[config.mk]
export PLATFORM = sky130hd
export DESIGN_NAME = dxt1_palette
export DESIGN_NICKNAME = d
export VERILOG_FILES = /design/src/rtl/dxt1_pkg.sv /design/src/rtl/dxt1_palette.sv
export SDC_FILE = /design/constraint.sdc
export NUM_CORES = 1
export LEC_CHECK = 0
export ABC_AREA = 1
export BUFFER_PORTS_ARGS = -buffer_cell sky130_fd_sc_hd__buf_4
export CAP_MARGIN = 10
export CELL_PAD_IN_SITES_DETAIL_PLACEMENT = 2
export CELL_PAD_IN_SITES_GLOBAL_PLACEMENT = 2
export CORE_ASPECT_RATIO = 0.9
export CORE_MARGIN = 2
export CORE_UTILIZATION = 30
export DETAILED_ROUTE_END_ITERATION = 16
export GPL_TIMING_DRIVEN = 0
export PLACE_DENSITY_LB_ADDON = 0.1
export RECOVER_POWER = 100
export SLEW_MARGIN = 20
export SYNTH_ARGS = -nofsm -noshare
export SYNTH_HDL_FRONTEND = slang
export SYNTH_SLANG_ARGS = --single-unit
[constraint.sdc]
create_clock -name vclk -period 2.1
set_input_delay 0.105 -clock vclk [all_inputs]
set_output_delay 0.105 -clock vclk [all_outputs]
set_load 0.01 [all_outputs]
[src/rtl/dxt1_pkg.sv]
// Shared types and constants for the DXT1 texel sampler.
// Used by dxt1_palette, dxt1_texel_sampler and the testbench; depends on nothing else.
package dxt1_pkg;

    localparam int MAX_TEX_LOG2_DEF = 9;
    localparam int MIN_TEX_LOG2     = 6;
    localparam int CFG_W            = 4;
    localparam logic [CFG_W-1:0] TEX_LOG2_RESET = 4'd9;

    localparam int STORE_AW    = 14;
    localparam int STORE_DEPTH = 1 << STORE_AW;
    localparam int BLOCK_W     = 64;
    localparam int COLOUR_W    = 16;
    localparam int INDEX_W     = 32;
    localparam int COORD_W     = 32;
    localparam int LIGHT_W     = 8;
    localparam int CHAN_W      = 8;
    localparam int RGB_W       = 3 * CHAN_W;
    localparam int IN_DATA_W   = 152;

    localparam logic KIND_LOAD   = 1'b0;
    localparam logic KIND_SAMPLE = 1'b1;

    localparam logic [COLOUR_W-1:0] RED_MASK   = 16'hf800;
    localparam logic [COLOUR_W-1:0] GREEN_MASK = 16'h07e0;
    localparam logic [COLOUR_W-1:0] BLUE_MASK  = 16'h001f;

    localparam logic [3:0] WEIGHT_HI    = 4'd10;
    localparam logic [3:0] WEIGHT_LO    = 4'd6;
    localparam int         WEIGHT_SHIFT = 4;

    localparam logic [1:0] IDX_END_A = 2'd0;
    localparam logic [1:0] IDX_END_B = 2'd1;
    localparam logic [1:0] IDX_MID_A = 2'd2;
    localparam logic [1:0] IDX_MID_B = 2'd3;

    typedef struct packed {
        logic [CHAN_W-1:0] red;
        logic [CHAN_W-1:0] green;
        logic [CHAN_W-1:0] blue;
    } rgb_t;

endpackage

[src/rtl/dxt1_palette.sv]
// Palette decode for one DXT1 block: expands the end colours and picks a texel.
// Depends on dxt1_pkg.
module dxt1_palette (
    input  logic [dxt1_pkg::BLOCK_W-1:0] blk,
    input  logic [3:0]                   pos,
    output dxt1_pkg::rgb_t               colour
);

    function automatic dxt1_pkg::rgb_t expand(input logic [dxt1_pkg::COLOUR_W-1:0] c);
        dxt1_pkg::rgb_t               e;
        logic [dxt1_pkg::COLOUR_W-1:0] r;
        logic [dxt1_pkg::COLOUR_W-1:0] g;
        logic [dxt1_pkg::COLOUR_W-1:0] b;
        r = (c & dxt1_pkg::RED_MASK) >> 8;
        g = (c & dxt1_pkg::GREEN_MASK) >> 3;
        b = (c & dxt1_pkg::BLUE_MASK) << 3;
        e.red   = r[7:0];
        e.green = g[7:0];
        e.blue  = b[7:0];
        return e;
    endfunction

    function automatic logic [7:0] mix(input logic [7:0] a, input logic [7:0] b);
        logic [11:0] s;
        s = 12'(a) * 12'(dxt1_pkg::WEIGHT_HI) + 12'(b) * 12'(dxt1_pkg::WEIGHT_LO);
        return s[11:dxt1_pkg::WEIGHT_SHIFT];
    endfunction

    function automatic logic [7:0] avg(input logic [7:0] a, input logic [7:0] b);
        logic [8:0] s;
        s = {1'b0, a} + {1'b0, b};
        return s[8:1];
    endfunction

    logic [dxt1_pkg::COLOUR_W-1:0] c0;
    logic [dxt1_pkg::COLOUR_W-1:0] c1;
    logic [dxt1_pkg::INDEX_W-1:0]  idx_bits;
    logic [1:0]                    idx;
    dxt1_pkg::rgb_t                e0;
    dxt1_pkg::rgb_t                e1;

    assign c0       = blk[15:0];
    assign c1       = blk[31:16];
    assign idx_bits = blk[63:32];
    assign idx      = idx_bits[{pos, 1'b0} +: 2];
    assign e0       = expand(c0);
    assign e1       = expand(c1);

    always_comb
    begin
        case (idx)
            dxt1_pkg::IDX_END_A:
            begin
                colour = e0;
            end
            dxt1_pkg::IDX_END_B:
            begin
                colour = e1;
            end
            dxt1_pkg::IDX_MID_A:
            begin
                if (c0 > c1)
                begin
                    colour.red   = mix(e0.red, e1.red);
                    colour.green = mix(e0.green, e1.green);
                    colour.blue  = mix(e0.blue, e1.blue);
                end
                else
                begin
                    colour.red   = avg(e0.red, e1.red);
                    colour.green = avg(e0.green, e1.green);
                    colour.blue  = avg(e0.blue, e1.blue);
                end
            end
            default:
            begin
                if (c0 > c1)
                begin
                    colour.red   = mix(e1.red, e0.red);
                    colour.green = mix(e1.green, e0.green);
                    colour.blue  = mix(e1.blue, e0.blue);
                end
                else
                begin
                    colour = '0;
                end
            end
        endcase
    end

endmodule

==> impl_metrics.yaml, run 1 <==
run_status:
  outcome: "complete, but fails checks"
  violations: "negative setup slack"
finish:
  seq_cells: 0
  seqCellArea_um2: 0
  area_growth_pct: 67.4
  design_area_mm2: 0.0108
  nClkBuffers: 0
  utilization_pct: 51.6
  final_net_count: 1437
  layout-drive-gt1-share_pct: 45.0
  n_antenna_cell: 0
synth:
  yosysTopAreaCellShare_pct: 27.5
  synth_cell_types: 36
  synth_common_cells: "250 x nand2_1, 177 x inv_1, 142 x ha_1"
  syn_nets: 1247
  avgSynthCellArea_um2: 6.35
  synth_area_leaders: "ha_1 28%, nand2_1 15%, inv_1 10%"
  ys_seq_area_share_pct: 0
  syn_inst: 1016
  yosysMostFrequentCell: "nand2_1"
  yosys_warnings: 0
  yosys.area.top_type: "ha_1"
  synth_area_mm2: 0.00645
sta:
  hold_viol: 0
  max_freq_mhz: 337
  drv_slew: 0
  fin_crit_sh_pct: 141
  worst_slew_pin_slew_ps: 484
  slew_headroom_pct: 67.7
  min_period_ps: 2970
  fin_tns_setup_ps: -10160
  setup_viol: 24
  rsz0062_at_grt: "yes"
  setup_ws_ps: -870
pwr:
  sequentialPowerShare_pct: 0
  p_per_area_mw_per_mm2: 581
  p_sw_mw: 3.45
  p_comb_share_pct: 100.0
  p_leak_nw: 5.24
  p_sw_share_pct: 54.9
  p_int_mw: 2.83
  power_frac_clock_pct: 0
  peakVddDrop_uv: 264
cts:
  cts_hold_buf: 0
floorplan:
  start_util_pct: 30.8
  die-area_mm2: 0.0227
  io_pins: 92
  core_mm2: 0.0210
  die_h_um: 143
  dieWidth_um: 159
  std_cell_rows: 50
critical_path:
  max_stage_delay_ps: 410
  crit_path_start: "blk[22]"
  cpMostUsedCell: "nand2_1"
  setup.worst_path.end: "colour[15]"
  path_buf_inv: 3
  crit_path_cell_trace: "buf_12, buf_12, ha_4, fa_2, a31oi_4, xor2_1, ha_2, nand2_1, nand2_1, nand2_1, nand2_1, a21oi_2, nand2_1, nand2_1, nand3_2, nand3_2, nand3_2, buf_6"
  cp.depth: 18
  crit_type: "primary input to output port"
  crit_fanout: 5
  critPathLaunchType: "primary input"
  critPathCaptureType: "output port"
  slowest_stage: "fa_2"
  cp.required_ps: 2000
  critPathArrivalTime_ps: 2860
  cp_top_family: "adder cells"
routing:
  route.met3.wl_um: 1720
  viasPerCell: 5.42
  met1_length_um: 14900
  wl_um: 37800
  final_antenna_net_count: 0
  remaining_drc_errors: 0
  routed.top_layer: "met4"
  vias: 8083
  drtPass1Iterations: 4
  drt_iter0_markers: 397
  avgRoutedWirePerCell_um: 25.4
  route.met2.wl_um: 19800
global_route:
  grt_pass1_wl_um: 48900
  antenna_found_initial: 0
  grt_max_degree: 11
  gr-total-overflow: 0
  grt_use_total_pct: 27.7
  grt_pass1_vias: 8804
placement:
  gp_congestion: 0.766
  hpwl_um: 20400
  placed_area_mm2: 0.00784
  portBuffers: 90
run:
  cap_violations: 0
worst_hold_path:
  hp-class: "primary input to output port"
[metrics by stage]
step | setup slack (ps) | std cells | power [mW] | hold WS (ps)
floorplan | -113 | 1016 | 2.62 | 388
CTS | -557 | 1464 | 5.09 | 604
global route | -967 | 1490 | 6.64 | 653
finish | -870 | 1490 | 6.27 | 640
detailed placement | -899 | 1392 | 3.84 | 657
global placement | -868 | 1392 | 3.72 | 655
[repair_timing]
item                       CTS  global route
pin swaps                  171           141
hold endpoints to repair     0             0
setup endpoints to repair   24            24
buffers inserted            70            28
gates resized for setup    319           133
cloned                       2             2
[cell type report]
| cell class | count | area [um2] |
|---|---|---|
| Buffer | 17 | 221 |
| Fill cell | 2271 | 10200 |
| Tap cell | 286 | 358 |
| Inverter | 187 | 728 |
| Timing Repair Buffer | 188 | 1960 |
| Multi-Input combinational cell | 812 | 7540 |
[tightest hold or removal path: stages]
cell     delay, ps
buf_12         100
nand2_1         60
nand2_1         80
inv_2           40
nand3_2         60
buf_6          100
[power groups by stage]
stage | Clock (mW) | Sequential [mW] | Combinational, mW
finish | 0 | 0 | 6.27
global placement | 0 | 0 | 3.72
global route | 0 | 0 | 6.64
detailed placement | 0 | 0 | 3.84
CTS | 0 | 0 | 5.09
floorplan | 0 | 0 | 2.62
[kinds of logic after synthesis]
| logic type | count (synthesis) | synth area share [%] |
|---|---|---|
| compound gates | 98 | 8.65 |
| xor+xnor | 66 | 8.96 |
| fa+ha+maj | 163 | 34.1 |
| buf+inv | 204 | 13.6 |
| simple gates | 485 | 34.7 |
[cells in the final DEF, fill, tap and decap left out, types with 7 or more instances in the layout]
master,synthesis,layout
xor2_1,41,35
buf_4,2,108
xnor2_2,0,16
o21ai_0,19,7
nor2_1,58,40
fa_2,0,12
fa_1,21,9
inv_1,177,146
o21ai_1,3,8
a21oi_2,0,20
nand2_4,3,11
nand3_1,118,78
nor2_4,1,7
o21ai_2,0,7
nand2_1,250,206
nand3_2,23,60
a21oi_1,50,21
ha_4,0,73
buf_8,1,9
ha_1,142,64
buf_6,6,60
inv_2,7,33
a21oi_4,0,9
nor2_2,0,12
buf_12,2,23
nand2_2,5,39
nand4_1,21,21
[worst min-delay path by stage]
stage / startpoint / to / slack [ps] / cells after the start
2_1_floorplan: blk[8] / colour[13] / 390 / 4
3_3_place_gp: blk[5] / colour[10] / 660 / 6
3_5_place_dp: blk[5] / colour[10] / 660 / 6
4_1_cts: blk[5] / colour[10] / 600 / 6
5_1_grt: blk[0] / colour[3] / 650 / 6
6_report: blk[0] / colour[3] / 640 / 6
[routing by layer]
layer / global-route usage (%) / vias to the layer above
met5: 0 / -
met4: 5.41 / 0
met3: 0.819 / 100
met2: 54.1 / 268
met1: 33.5 / 4045
li1: - / 3670
(Power assumes the default switching activity.)
==> run 2: changes to the inputs <==
--- a/config.mk
+++ b/config.mk
@@ -12,12 +12,13 @@
 export CELL_PAD_IN_SITES_GLOBAL_PLACEMENT = 2
 export CORE_ASPECT_RATIO = 0.9
 export CORE_MARGIN = 2
-export CORE_UTILIZATION = 30
+export CORE_UTILIZATION = 36
 export DETAILED_ROUTE_END_ITERATION = 16
 export GPL_TIMING_DRIVEN = 0
 export PLACE_DENSITY_LB_ADDON = 0.1
 export RECOVER_POWER = 100
-export SLEW_MARGIN = 20
+export SETUP_SLACK_MARGIN = 0.2
+export SLEW_MARGIN = 0
 export SYNTH_ARGS = -nofsm -noshare
 export SYNTH_HDL_FRONTEND = slang
 export SYNTH_SLANG_ARGS = --single-unit
==> constraint.sdc (replaced) <==
create_clock -name vclk -period 3.75
set_input_delay 0.1875 -clock vclk [all_inputs]
set_output_delay 0.1875 -clock vclk [all_outputs]
set_load 0.01 [all_outputs]
==> impl_metrics.yaml, run 2 (synthesized netlist as in run 1, its figures left out) <==
routing:
  avgRoutedWirePerCell_um: 17.7
  remaining_drc_errors: 0
  vias: 6929
  drt_iter0_markers: 219
  wl_um: 23800
  drtPass1Iterations: 4
  final_antenna_net_count: 0
  viasPerCell: 5.15
pwr:
  fin_total_pwr_mw: 1.97
  p_per_area_mw_per_mm2: 268
  peakVddDrop_uv: 92.7
  p_leak_nw: 4.21
critical_path:
  critPathLaunchType: "primary input"
  cp.required_ps: 3560
  critPathCaptureType: "output port"
  critPathArrivalTime_ps: 3180
  crit_type: "primary input to output port"
  crit_fanout: 10
finish:
  fillers: 2344
  final_net_count: 1339
  layout-drive-gt1-share_pct: 12.0
  seq_cells: 0
  nClkBuffers: 0
  multi_input_area_mm2: 0.00554
  n_antenna_cell: 0
  layout_common_cells: "251 x nand2_1, 177 x inv_1, 142 x ha_1, 124 x nand3_1, 84 x buf_4"
  seqCellArea_um2: 0
  final_common_cell: "nand2_1"
  area_growth_pct: 14.1
sta:
  setup_viol: 0
  drv_slew: 0
  hold_viol: 0
  slew_headroom_pct: 30.4
  worst_slew_pin_slew_ps: 1040
  min_period_ps: 3370
  setup_ws_ps: 378
  max_freq_mhz: 297
  holdWs_ps: 840
  fin_tns_setup_ps: 0
  rsz0062_at_grt: "no"
  fin_crit_sh_pct: 89.9
cts:
  cts_resized: 0
  cts_setup_buffers: 0
  cts_hold_buf: 0
floorplan:
  io_pins: 92
  core_mm2: 0.0176
  std_cell_rows: 46
  die-area_mm2: 0.0190
  dieWidth_um: 145
  start_util_pct: 36.6
  die_h_um: 131
placement:
  hpwl_um: 20300
  place_ws_ps: 488
  portBuffers: 90
  gp_congestion: 0.827
run_status:
  outcome: "completed"
worst_hold_path:
  hold_end: "colour[3]"
  hp-class: "primary input to output port"
  min_path_cells: 6
  holdCritStartpoint: "blk[0]"
global_route:
  grt_pass1_vias: 7671
  antenna_found_initial: 0
  grt_max_degree: 11
  gr-total-overflow: 0
  grt_pass1_wl_um: 38700
  grt_use_total_pct: 25.0
run:
  cap_violations: 0
-- run 2: cell types whose count changed in the layout (fill, tap and decap cells not counted), sizes merged --
cell	before	now
clkinvlp	3	0
buf	201	95
inv	184	187
clkbuf	4	12
-- run 2: cell type report --
class              count  area share (%)
plain buffers         17            2.21
well taps            240            4.08
repair buffers        90            8.79
inverters            187            9.67
multi-input cells    812            75.3
-- run 2: worst max path at each step --
stage | slack, ps | from | depth (start not counted) | to
after detailed placement | 490 | blk[6] | 20 | colour[15]
after floorplan | 1210 | blk[6] | 17 | colour[15]
after global routing | 220 | blk[6] | 20 | colour[15]
after CTS | 490 | blk[6] | 20 | colour[15]
final | 380 | blk[31] | 10 | colour[1]
after global placement | 640 | blk[22] | 16 | colour[13]
-- run 2: stage by stage --
step	area (um2)	util, %	std cells
6_report	7360	41.8	1346
5_1_grt	7360	41.8	1346
4_1_cts	7430	42.2	1346
3_5_place_dp	7430	42.2	1346
3_3_place_gp	7430	42.2	1346
2_1_floorplan	6450	-	1016
-- run 2: power breakdown --
part           internal, mW  switching [mW]  leakage (nW)  total [mW]
Sequential                0               0             0           0
Combinational         0.763            1.21          4.21        1.97
Clock                     0               0             0           0
Total                 0.763            1.21          4.21        1.97
-- run 2: layer usage --
metal  up-vias  wire length [um]  track usage (%)
met3        14               389            0.313
li1       3463                 -                -
met2        80             11800             48.0
met4         0               225             2.31
met5         -                 0                0
met1      3372             11400             32.9
-- run 2: worst max-delay path: stages --
cell	delay, ps
buf_4	150
inv_1	110
ha_1	390
nand4_1	210
nor2_1	280
nand2_1	150
a21boi_1	810
nand3_2	350
o21ai_0	370
buf_4	180
